===== src/pgs_rle_pkg.sv =====
package pgs_rle_pkg;

    // parse phase of the coded byte stream
    typedef enum logic [1:0] {
        PH_COLOR      = 2'd0,
        PH_FLAG       = 2'd1,
        PH_LEN_LOW    = 2'd2,
        PH_COLOR_BYTE = 2'd3
    } t_phase;

    // configuration register indexes
    typedef logic [0:0] t_reg_index;
    localparam t_reg_index REG_IMAGE_WIDTH  = 1'd0;
    localparam t_reg_index REG_IMAGE_HEIGHT = 1'd1;

    // configuration reset values
    localparam logic [11:0] WIDTH_RESET  = 12'd1920;
    localparam logic [11:0] HEIGHT_RESET = 12'd1080;

    // flag byte layout
    localparam int unsigned FLAG_LONG_BIT  = 6;
    localparam int unsigned FLAG_COLOR_BIT = 7;
    localparam int unsigned LEN_HIGH_W     = 6;

    // field widths
    localparam int unsigned COORD_W  = 12;
    localparam int unsigned POS_W    = 13;
    localparam int unsigned LENGTH_W = 14;
    localparam int unsigned S_DATA_W = 8;
    localparam int unsigned S_USER_W = 1;
    localparam int unsigned M_DATA_W = 48;
    localparam int unsigned M_USER_W = 2;

    // one decoded run
    typedef struct packed {
        logic               clipped;
        logic               line_end;
        logic [COORD_W-1:0] length;
        logic [COORD_W-1:0] column;
        logic [COORD_W-1:0] row;
        logic [7:0]         color;
    } t_run;

endpackage


===== src/pgs_object_rle_decoder.sv =====
// Run-length decoder for presentation-graphics subtitle object bitmaps.
// Slave stream: one coded byte per beat on i_s_axis_tdata; i_s_axis_tuser
// marks the first byte of an object and clears row, column and parse phase
// before that byte is parsed.
// Master stream: one beat per decoded run (palette index, row, start column,
// clipped length) or per end-of-line marker; tuser carries the line-end and
// clipped flags.
// Throughput is one byte per cycle while the skid stage is empty. Each run is
// registered into the output stage (or the skid stage if that is held); bytes
// that finish no run (escape, flag, length and color prefixes) produce no beat.
// The result register is backed by a one-entry skid stage, so o_s_axis_tready
// is a register output and drops only when both are full; under a stalled
// receiver one more run goes into the skid stage and the byte stream stops in
// the cycle after it.
// Reset (synchronous, active low) empties both stages, returns the parser to
// the color phase at row and column zero, and loads image_width 1920 and
// image_height 1080. The user must write the registers through i_cfg_we,
// i_cfg_index and i_cfg_wdata only while the stream is idle; nothing enforces it.
module pgs_object_rle_decoder #(
    parameter int unsigned MAX_DIMENSION = 4095
) (
    input  logic                                i_clk,
    input  logic                                i_rst_n,
    // configuration write port
    input  logic                                i_cfg_we,
    input  pgs_rle_pkg::t_reg_index             i_cfg_index,
    input  logic [pgs_rle_pkg::COORD_W-1:0]     i_cfg_wdata,
    // coded byte stream
    input  logic                                i_s_axis_tvalid,
    output logic                                o_s_axis_tready,
    input  logic [pgs_rle_pkg::S_DATA_W-1:0]    i_s_axis_tdata,  // [7:0] code_byte
    input  logic [pgs_rle_pkg::S_USER_W-1:0]    i_s_axis_tuser,  // [0] object_start
    // decoded run stream
    output logic                                o_m_axis_tvalid,
    input  logic                                i_m_axis_tready,
    // [7:0] run_color, [19:8] run_row, [31:20] run_column, [43:32] run_length,
    // [47:44] zero
    output logic [pgs_rle_pkg::M_DATA_W-1:0]    o_m_axis_tdata,
    output logic [pgs_rle_pkg::M_USER_W-1:0]    o_m_axis_tuser   // [0] line_end, [1] clipped
);

    localparam int unsigned POS_W    = pgs_rle_pkg::POS_W;
    localparam int unsigned LENGTH_W = pgs_rle_pkg::LENGTH_W;
    localparam int unsigned COORD_W  = pgs_rle_pkg::COORD_W;
    localparam logic [POS_W-1:0] ROW_MAX = POS_W'(MAX_DIMENSION);

    // configuration
    logic [COORD_W-1:0] r_width;
    logic [COORD_W-1:0] r_height;

    // parser state
    pgs_rle_pkg::t_phase r_phase, n_phase;
    logic                r_flag_color, n_flag_color;
    logic [LENGTH_W-1:0] r_pending, n_pending;
    logic [POS_W-1:0]    r_column, n_column;
    logic [POS_W-1:0]    r_row, n_row;

    // output and skid stages
    logic                r_out_valid;
    pgs_rle_pkg::t_run   r_out_run;
    logic                r_skid_valid;
    pgs_rle_pkg::t_run   r_skid_run;

    // state as seen by the current byte
    pgs_rle_pkg::t_phase cur_phase;
    logic                cur_flag_color;
    logic [LENGTH_W-1:0] cur_pending;
    logic [POS_W-1:0]    cur_column;
    logic [POS_W-1:0]    cur_row;

    logic [7:0]          code_byte;
    logic                in_accept;
    logic                out_free;

    // run emission
    logic                do_emit;
    logic                eol;
    logic [7:0]          emit_color;
    logic [LENGTH_W-1:0] emit_len;
    logic                col_past;
    logic [POS_W-1:0]    avail;
    logic [LENGTH_W:0]   run_end;
    logic                past_end;
    logic                row_past;
    logic [COORD_W-1:0]  written;
    logic [POS_W-1:0]    emit_column;
    logic                has_result;
    pgs_rle_pkg::t_run   new_run;

    assign code_byte = i_s_axis_tdata[7:0];
    assign in_accept = i_s_axis_tvalid & o_s_axis_tready;
    assign out_free  = ~r_out_valid | i_m_axis_tready;

    // configuration registers
    always_ff @(posedge i_clk) begin
        if (!i_rst_n) begin
            r_width  <= pgs_rle_pkg::WIDTH_RESET;
            r_height <= pgs_rle_pkg::HEIGHT_RESET;
        end else if (i_cfg_we) begin
            unique case (i_cfg_index)
                pgs_rle_pkg::REG_IMAGE_WIDTH:  r_width  <= i_cfg_wdata;
                pgs_rle_pkg::REG_IMAGE_HEIGHT: r_height <= i_cfg_wdata;
                default: ;
            endcase
        end
    end

    // object start clears position and phase ahead of the byte
    always_comb begin
        if (i_s_axis_tuser[0]) begin
            cur_phase      = pgs_rle_pkg::PH_COLOR;
            cur_flag_color = 1'b0;
            cur_pending    = '0;
            cur_column     = '0;
            cur_row        = '0;
        end else begin
            cur_phase      = r_phase;
            cur_flag_color = r_flag_color;
            cur_pending    = r_pending;
            cur_column     = r_column;
            cur_row        = r_row;
        end
    end

    // byte parser
    always_comb begin
        n_flag_color = cur_flag_color;
        n_pending    = cur_pending;
        n_row        = cur_row;
        do_emit      = 1'b0;
        eol          = 1'b0;
        emit_color   = '0;
        emit_len     = '0;
        n_phase      = cur_phase;
        unique case (cur_phase)
            pgs_rle_pkg::PH_FLAG: begin
                if (code_byte == 8'd0) begin
                    eol     = 1'b1;
                    n_phase = pgs_rle_pkg::PH_COLOR;
                    if (cur_row < ROW_MAX) begin
                        n_row = cur_row + POS_W'(1);
                    end
                end else begin
                    n_flag_color = code_byte[pgs_rle_pkg::FLAG_COLOR_BIT];
                    n_pending    = LENGTH_W'(code_byte[pgs_rle_pkg::LEN_HIGH_W-1:0]);
                    if (code_byte[pgs_rle_pkg::FLAG_LONG_BIT]) begin
                        n_phase = pgs_rle_pkg::PH_LEN_LOW;
                    end else if (code_byte[pgs_rle_pkg::FLAG_COLOR_BIT]) begin
                        n_phase = pgs_rle_pkg::PH_COLOR_BYTE;
                    end else begin
                        do_emit  = 1'b1;
                        emit_len = LENGTH_W'(code_byte[pgs_rle_pkg::LEN_HIGH_W-1:0]);
                    end
                end
            end
            pgs_rle_pkg::PH_LEN_LOW: begin
                n_pending = {cur_pending[pgs_rle_pkg::LEN_HIGH_W-1:0], code_byte};
                if (cur_flag_color) begin
                    n_phase = pgs_rle_pkg::PH_COLOR_BYTE;
                end else begin
                    do_emit  = 1'b1;
                    emit_len = {cur_pending[pgs_rle_pkg::LEN_HIGH_W-1:0], code_byte};
                end
            end
            pgs_rle_pkg::PH_COLOR_BYTE: begin
                do_emit    = 1'b1;
                emit_color = code_byte;
                emit_len   = cur_pending;
            end
            default: begin
                if (code_byte == 8'd0) begin
                    n_phase = pgs_rle_pkg::PH_FLAG;
                end else begin
                    do_emit    = 1'b1;
                    emit_color = code_byte;
                    emit_len   = LENGTH_W'(1);
                end
            end
        endcase
        if (do_emit) begin
            n_phase = pgs_rle_pkg::PH_COLOR;
        end
    end

    // clipping of the run against row end and height
    always_comb begin
        col_past = cur_column >= {1'b0, r_width};
        avail    = {1'b0, r_width} - cur_column;
        run_end  = {2'b00, cur_column} + {1'b0, emit_len};
        past_end = run_end > {3'b000, r_width};
        row_past = cur_row >= {1'b0, r_height};
        if (col_past || row_past) begin
            written = '0;
        end else if ({1'b0, emit_len} > {2'b00, avail}) begin
            written = avail[COORD_W-1:0];
        end else begin
            written = emit_len[COORD_W-1:0];
        end
        if (past_end) begin
            emit_column = col_past ? cur_column : {1'b0, r_width};
        end else begin
            emit_column = run_end[POS_W-1:0];
        end
        if (eol) begin
            n_column = '0;
        end else if (do_emit) begin
            n_column = emit_column;
        end else begin
            n_column = cur_column;
        end
    end

    // result beat
    always_comb begin
        has_result       = do_emit | eol;
        new_run.color    = eol ? 8'd0 : emit_color;
        new_run.row      = cur_row[COORD_W-1:0];
        new_run.column   = cur_column[COORD_W-1:0];
        new_run.length   = eol ? '0 : written;
        new_run.line_end = eol;
        new_run.clipped  = eol ? row_past : (past_end | row_past);
    end

    // parser state registers
    always_ff @(posedge i_clk) begin
        if (!i_rst_n) begin
            r_phase      <= pgs_rle_pkg::PH_COLOR;
            r_flag_color <= 1'b0;
            r_pending    <= '0;
            r_column     <= '0;
            r_row        <= '0;
        end else if (in_accept) begin
            r_phase      <= n_phase;
            r_flag_color <= n_flag_color;
            r_pending    <= n_pending;
            r_column     <= n_column;
            r_row        <= n_row;
        end
    end

    // output register with skid stage
    always_ff @(posedge i_clk) begin
        if (!i_rst_n) begin
            r_out_valid  <= 1'b0;
            r_skid_valid <= 1'b0;
        end else if (r_skid_valid) begin
            if (out_free) begin
                r_out_valid  <= 1'b1;
                r_skid_valid <= 1'b0;
            end
        end else if (in_accept && has_result) begin
            if (out_free) begin
                r_out_valid <= 1'b1;
            end else begin
                r_skid_valid <= 1'b1;
            end
        end else if (out_free) begin
            r_out_valid <= 1'b0;
        end
    end

    // result payload
    always_ff @(posedge i_clk) begin
        if (r_skid_valid) begin
            if (out_free) begin
                r_out_run <= r_skid_run;
            end
        end else if (in_accept && has_result) begin
            if (out_free) begin
                r_out_run <= new_run;
            end else begin
                r_skid_run <= new_run;
            end
        end
    end

    assign o_s_axis_tready = ~r_skid_valid;
    assign o_m_axis_tvalid = r_out_valid;
    assign o_m_axis_tdata  = {4'd0, r_out_run.length, r_out_run.column,
                              r_out_run.row, r_out_run.color};
    assign o_m_axis_tuser  = {r_out_run.clipped, r_out_run.line_end};

    // skid stage only fills behind a held result
    a_skid_behind_out: assert property (@(posedge i_clk) disable iff (!i_rst_n)
        r_skid_valid |-> r_out_valid)
        else $error("skid stage full while output stage empty");

    // end-of-line beats carry no pixels
    a_eol_empty: assert property (@(posedge i_clk) disable iff (!i_rst_n)
        (o_m_axis_tvalid && o_m_axis_tuser[0]) |->
            (o_m_axis_tdata[7:0] == 8'd0 && o_m_axis_tdata[43:32] == 12'd0))
        else $error("end-of-line beat with color or length");

    // column stays within the 12-bit window
    a_column_range: assert property (@(posedge i_clk) disable iff (!i_rst_n)
        r_column[POS_W-1] == 1'b0)
        else $error("column counter beyond window");

    // row counter saturates
    a_row_sat: assert property (@(posedge i_clk) disable iff (!i_rst_n)
        r_row <= ROW_MAX)
        else $error("row counter past saturation value");

    // an escape byte moves the parser to the flag phase
    a_escape: assert property (@(posedge i_clk) disable iff (!i_rst_n)
        (in_accept && cur_phase == pgs_rle_pkg::PH_COLOR && code_byte == 8'd0)
            |=> (r_phase == pgs_rle_pkg::PH_FLAG))
        else $error("escape byte did not enter flag phase");

endmodule


===== config.mk =====
export PLATFORM = sky130hd
export DESIGN_NAME = pgs_object_rle_decoder
export DESIGN_NICKNAME = d
export VERILOG_FILES = /design/src/pgs_rle_pkg.sv /design/src/pgs_object_rle_decoder.sv
export SDC_FILE = /design/constraint.sdc
export NUM_CORES = 1
export LEC_CHECK = 0
export BUFFER_PORTS_ARGS = -buffer_cell sky130_fd_sc_hd__buf_2
export CORE_AREA = 2 2 126 128
export CTS_BUF_LIST = sky130_fd_sc_hd__clkbuf_4 sky130_fd_sc_hd__clkbuf_8
export DETAILED_ROUTE_END_ITERATION = 12
export DIE_AREA = 0 0 128 130
export PLACE_DENSITY_LB_ADDON = 0.3
export REMOVE_ABC_BUFFERS = 1
export SYNTH_ARGS = -nofsm -noshare
export SYNTH_HDL_FRONTEND = slang
export SYNTH_SLANG_ARGS = --single-unit

===== constraint.sdc =====
create_clock -name i_clk -period 8.6 [get_ports i_clk]
set_clock_uncertainty 0.2 [all_clocks]
set_input_delay 0.43 -clock i_clk [delete_from_list [all_inputs] [get_ports i_clk]]
set_output_delay 0.43 -clock i_clk [all_outputs]
set_load 0.02 [all_outputs]

==> results of run 1 <==
[cell usage in the layout (no fill, tap or decap), drive strengths merged, types with 5 or more instances in the layout]
master / netlist / routed
o21a: 7 / 7
nand2b: 29 / 29
o211ai: 13 / 13
edfxtp: 92 / 92
and3: 6 / 6
nor3: 15 / 15
nor4: 5 / 5
nor2: 68 / 68
a2111oi: 5 / 5
inv: 58 / 63
xnor2: 18 / 18
and2: 23 / 23
xor2: 11 / 11
o31ai: 24 / 24
a31oi: 5 / 5
nor2b: 39 / 39
o21ai: 42 / 42
dfxtp: 69 / 69
nand3: 23 / 23
nand4: 13 / 13
a21boi: 19 / 19
clkbuf: 40 / 20
buf: 8 / 82
mux2: 21 / 21
a21oi: 42 / 42
ha: 68 / 68
a22oi: 25 / 25
a221oi: 10 / 10
nand2: 121 / 121
clkinv: 1 / 6
a21o: 7 / 7
a211oi: 7 / 7
[per-stage QoR]
stage               utilization (%)  setup slack [ns]  hold slack, ns
floorplan                         -              2.64           0.225
global placement               63.4              2.32           0.239
detailed placement             63.4              2.13           0.240
CTS                            65.9              2.48         0.00151
global route                   65.9              1.88          0.0101
finish                         65.9              2.40          0.0278
[state kept, by name (all words and copies together) (netlist names)]
| register | cells |
|---|---|
| r_width | 12 |
| r_phase | 2 |
| r_flag_color | 1 |
| r_skid_run | 46 |
| r_height | 12 |
| o_m_axis_tvalid | 1 |
| r_pending | 14 |
| o_m_axis_tdata | 44 |
| r_skid_valid | 1 |
| r_column | 13 |
| r_row | 13 |
| o_m_axis_tuser | 2 |
[power by group through the flow]
stage,combinational [mW],sequential [mW],clock (mW)
6_report,0.176,0.847,0.532
5_1_grt,0.192,0.850,0.568
4_1_cts,0.174,0.848,0.541
2_1_floorplan,0.0923,0.883,0
3_3_place_gp,0.170,0.865,0
3_5_place_dp,0.173,0.865,0
[metal layers]
metal  GRT usage, %  wire, µm  vias to the layer above  share of wire, %
li1               -         -                     3593                 -
met1           37.3     10200                     3584                46
met2           43.7     10300                      265                46
met3           4.43      1130                       37               5.0
met4           11.8       612                        0               2.7
met5              0         0                        -                 0
[worst max-delay path, stage by stage, from the launching register on]
cell,delay [ns]
dfxtp_1,0.37
nand2b_1,0.11
inv_1,0.13
ha_1,0.32
nor2b_1,0.49
a22oi_1,0.14
nor2_1,0.34
inv_1,0.11
fa_1,0.44
nor2b_1,0.16
o31a_1,0.20
o211ai_1,0.13
a21oi_1,0.23
xor2_1,0.12
ha_1,0.33
and3_1,0.16
nand3_1,0.09
or3_1,0.40
a221oi_1,0.33
nand4_1,0.55
o21ai_0,0.43
a31oi_1,0.13
[cells by family after synthesis]
logic type / synth area share (%)
other: 0.0404
AO/OA/AOI/OAI: 16.5
XOR/XNOR: 2.74
adder cells (fa/ha/maj): 9.60
multiplexers: 2.66
AND/OR/NAND/NOR: 19.2
flip-flops: 44.6
buffers and inverters: 4.61
[how the worst min path moves through the flow]
stage	startpoint	to	slack [ns]	cells past startpoint
2_1_floorplan	r_column[12]	r_column[12]	0.22	2
3_3_place_gp	r_column[9]	r_column[9]	0.24	2
3_5_place_dp	r_column[2]	r_column[2]	0.24	2
4_1_cts	i_cfg_wdata[9]	r_width[9]	0.002	3
5_1_grt	i_cfg_wdata[2]	r_width[2]	0.01	3
6_report	i_cfg_wdata[10]	r_height[10]	0.03	3
[layout make-up]
type	instances	area share, %
Multi-Input combinational cell	707	46.7
Timing Repair Buffer	83	4.33
Sequential cell	161	40.8
Inverter	59	2.23
Clock buffer	20	2.65
Clock inverter	12	1.02
Tap cell	192	2.36
==> results.json, run 1 <==
{
  "setup_viol_count_final": 0,
  "post-cts-setup-buffer-count": 0,
  "ioPinCount": 79,
  "startpoint": "r_phase[0]",
  "drive_gt1_share_pct": 14.3,
  "ys.flop_type": "edfxtp_1",
  "pwr-share-clk_pct": 34.2,
  "cp-start-kind": "register",
  "final_area_um2": 10200,
  "via_per_inst": 6.06,
  "fp.coreArea_um2": 15400,
  "start_util_pct": 60.2,
  "critPathCaptureType": "register",
  "cts_root_buf": "clkbuf_8",
  "worstPathArrival_ns": 6.16,
  "numCtsBuffers": 17,
  "grt_pass1_vias": 6913,
  "route.vias.total": 7479,
  "die_x_um": 128,
  "synthArstFlopShare_pct": 0,
  "synth_edf_count": 92,
  "synth_top_area_cell": "edfxtp_1",
  "crit_type": "register to register",
  "worstPathRequired_ns": 8.56,
  "seq_area_frac_synth_pct": 44.6,
  "syn_to_final_growth_pct": 9.52,
  "firstDrtPassIters": 5,
  "synth.avg_cell_area_um2": 9.55,
  "p_comb_share_pct": 11.3,
  "max-slew-margin-rel_pct": 28.7,
  "timing.fmax_mhz": 161,
  "placed_cells": 1201,
  "status": "finished clean",
  "rsz0062_at_grt": "false",
  "hp-class": "primary input to register",
  "gp_congestion": 0.928,
  "multi_input_area_um2": 4740,
  "worst_pin_slew_ns": 1.07,
  "yosysWarnings": 0,
  "crit_end": "o_m_axis_tuser[1]",
  "period_share_pct": 72.1,
  "n_antenna_cell": 0,
  "placed_area_um2": 9780,
  "grt_first_pass_wirelength_um": 35200,
  "regArea_um2": 4140,
  "drcViolationCount": 0,
  "hold_viol_final": 0,
  "rrSetupSlack_ns": 2.40,
  "die-area_um2": 16600,
  "drv_cap": 0,
  "dp_hpwl_um": 16200,
  "p_total_mw": 1.56,
  "rr_endpoint": "o_m_axis_tuser[1]",
  "postRouteAntennaNets": 0,
  "grt_util_all_layers_pct": 27.4,
  "n_fill_cell": 1270,
  "p_int_mw": 1.15,
  "cts.repair.resized": 0,
  "fin_setup_tns_ns": 0,
  "cts_hold_buf": 1,
  "switchingPower_mw": 0.410,
  "synth_commonest_cells": "121 x nand2_1, 92 x edfxtp_1, 69 x dfxtp_1, 68 x ha_1, 68 x nor2_1",
  "pwr-share-seq_pct": 54.5,
  "clock_latency_ns": 0.46,
  "clock_path_buffers": 2,
  "synth.area.top_cells": "edfxtp_1 30%, dfxtp_1 15%, ha_1 9.2%",
  "period_minus_slack_ns": 6.20,
  "synthCells": 972,
  "wl_per_cell_um": 18.1,
  "cp_max_fo": 13,
  "clock-sinks": 161,
  "grt-ovfl-total": 0,
  "die_y_um": 130,
  "yosysMostFrequentCell": "nand2_1",
  "final_cells": 1234,
  "synth_top_area_share_pct": 29.8,
  "slew_violations": 0,
  "antenna_found_initial": 0,
  "reg2regPathDepth": 21,
  "r2r-start": "r_phase[0]",
  "powerDensity_nw_per_um2": 153,
  "ys_types": 64,
  "h-tree-depth": 4,
  "drt-total-wl_um": 22300,
  "fin_nets": 1126,
  "port_buffers": 74,
  "clk_pin_slew_worst_paths_ns": 0.08,
  "syn-cell-area_um2": 9280,
  "ys_ff_latch": 161,
  "p_sw_share_pct": 26.4,
  "rows": 46,
  "cts_tree": "done",
  "p_leak_nw": 4.13,
  "peakVddDrop_v": 0.000101,
  "grt_max_degree": 61,
  "drt_iter0_markers": 602
}
(Power assumes the default switching activity.)
==> inputs of run 2 (changes only) <==
==> constraint.sdc (replaced) <==
create_clock -name i_clk -period 6.5 [get_ports i_clk]
set_clock_uncertainty 0.2 [all_clocks]
set_input_delay 0.325 -clock i_clk [delete_from_list [all_inputs] [get_ports i_clk]]
set_output_delay 0.325 -clock i_clk [all_outputs]
set_load 0.02 [all_outputs]
==> results.json, run 2 (same netlist as run 1, synthesis figures left out) <==
{
  "pwr-share-clk_pct": 33.5,
  "dp_hpwl_um": 16200,
  "cts.repair.resized": 0,
  "peakVddDrop_v": 0.000138,
  "die_x_um": 128,
  "fin_nets": 1140,
  "cp_max_fo": 12,
  "worstPathArrival_ns": 6.11,
  "mostFrequentLayoutCells": "121 x nand2_1, 92 x edfxtp_1, 74 x buf_2, 69 x dfxtp_1",
  "r2r-start": "r_phase[0]",
  "drive_gt1_share_pct": 14.1,
  "firstDrtPassIters": 5,
  "port_buffers": 74,
  "critPathCaptureType": "register",
  "die_y_um": 130,
  "final_cells": 1248,
  "cp_slowest_stage_delay_ns": 0.56,
  "grt_first_pass_wirelength_um": 36600,
  "rrSetupSlack_ns": 0.56,
  "worst_pin_slew_ns": 1.06,
  "n_fill_cell": 1221,
  "numCtsBuffers": 17,
  "path_buf_inv": 1,
  "p_sw_share_pct": 27.5,
  "crit_type": "register to register",
  "largest_register": "r_skid_run",
  "p_leak_nw": 4.17,
  "cts_tree": "done",
  "status": "finished clean",
  "mostFrequentLayoutCell": "nand2_1",
  "clock-sinks": 161,
  "grt_max_degree": 61,
  "drv_cap": 0,
  "postRouteAntennaNets": 0,
  "gp_congestion": 0.924,
  "antenna_found_initial": 0,
  "cp-start-kind": "register",
  "rsz0062_at_grt": "false",
  "critical_path.most_common_cell": "ha_1",
  "clock_path_buffers": 2,
  "drt-total-wl_um": 22600,
  "startpoint": "r_phase[0]",
  "timing.fmax_mhz": 168,
  "drcViolationCount": 0,
  "p_comb_share_pct": 11.7,
  "period_share_pct": 91.3,
  "start_util_pct": 60.2,
  "drt_iter0_markers": 709,
  "fin_setup_tns_ns": 0,
  "n_antenna_cell": 0,
  "ioPinCount": 79,
  "pwr-share-seq_pct": 54.9,
  "slew_violations": 0,
  "powerDensity_nw_per_um2": 199,
  "grt-ovfl-total": 0,
  "p_int_mw": 1.48,
  "syn_to_final_growth_pct": 10.8,
  "rows": 46,
  "h-tree-depth": 4,
  "cts_root_buf": "clkbuf_8",
  "route.vias.total": 7491,
  "via_per_inst": 6.00,
  "setup_viol_count_final": 0,
  "max-slew-margin-rel_pct": 28.9,
  "clock_latency_ns": 0.48,
  "die-area_um2": 16600,
  "cpLargestDelayFamily": "simple AND/OR/NAND/NOR gates",
  "period_minus_slack_ns": 5.94,
  "placed_cells": 1201,
  "clk_pin_slew_worst_paths_ns": 0.09,
  "crit_path_top_delay_cell": "and4_1",
  "fp.coreArea_um2": 15400,
  "wl_per_cell_um": 18.1,
  "hp-class": "primary input to register",
  "largest_reg_flops": 46,
  "grt_pass1_vias": 7119,
  "crit_path_cell_trace": "nand2b_1 -> inv_1 -> ha_1 -> nor2b_1 -> a22oi_1 -> nor2_1 -> ha_1 -> a211oi_1 -> o211ai_1 -> a31o_2 -> a211oi_1 -> nor2_1 -> ha_1 -> and3_1 -> nand3_1 -> or3_1 -> a221oi_1 -> and4_1 -> nand3_1 -> a32o_1",
  "grt_util_all_layers_pct": 28.3,
  "worstPathRequired_ns": 6.67,
  "hold_start": "i_s_axis_tdata[5]",
  "switchingPower_mw": 0.563,
  "hold_viol_final": 0
}
## run 2: cell types whose count changed in the layout (fill, tap and decap cells not counted)
cell / before / now
bufinv_16: 1 / 0
clkbuf_4: 1 / 3
clkbuf_8: 19 / 18
clkinv_2: 5 / 2
clkinvlp_4: 1 / 2
dlygate4sd3_1: 1 / 15
inv_4: 2 / 4
## run 2: power groups by stage
| stage | clock network [mW] | registers [mW] | logic, mW |
|---|---|---|---|
| floorplan | 0 | 1.17 | 0.122 |
| CTS | 0.692 | 1.12 | 0.237 |
| detailed placement | 0 | 1.14 | 0.228 |
| global placement | 0 | 1.14 | 0.227 |
| global route | 0.729 | 1.13 | 0.263 |
| finish | 0.684 | 1.12 | 0.239 |
## run 2: worst register-to-register path, delay by kind of cell (launching register included)
kind                     cells  cell delay [ns]
AO/OA/AOI/OAI                7             1.79
adder cells (fa/ha/maj)      3             0.95
buffers and inverters        1             0.15
flip-flops                   1             0.38
AND/OR/NAND/NOR              9             2.38
## run 2: final cells by class
class,count,area (µm²),area share (%)
timing repair buffer,97,581,5.65
multi-input combinational,707,4740,46.1
sequential,161,4140,40.3
clock buffer,21,270,2.63
inverter,59,226,2.20
clock inverter,11,78.8,0.767
tap,192,240,2.34
## run 2: worst paths after layout
check / to / cells past startpoint
max reg2reg: r_column[0] / 20
max: r_column[0] / 20
min reg2reg: r_column[12] / 2
min: r_pending[5] / 3
## run 2: what timing repair did
item	4_1_cts	5_1_grt
setup endpoints to repair	0	0
buffers inserted	0	0
hold buffers	15	0
endpoints found under the hold margin	27	0
## run 2: stage by stage
stage	cell area, µm²	util (%)	setup WS (ns)	power, mW	hold WS, ns
after floorplan	9090	-	0.543	1.29	0.214
after global placement	9780	63.4	0.551	1.37	0.235
after detailed placement	9780	63.4	0.426	1.37	0.236
after CTS	10300	66.7	0.653	2.05	0.00334
after global routing	10300	66.7	0.0201	2.12	0.0256
final	10300	66.7	0.564	2.04	0.0131
## run 2: per-layer routing
layer | GRT usage (%) | vias to the layer above | share of wire, %
li1 | - | 3638 | -
met1 | 38.3 | 3487 | 44
met2 | 45.5 | 309 | 46
met3 | 4.59 | 57 | 6.9
met4 | 12.0 | 0 | 3.3
met5 | 0 | - | 0
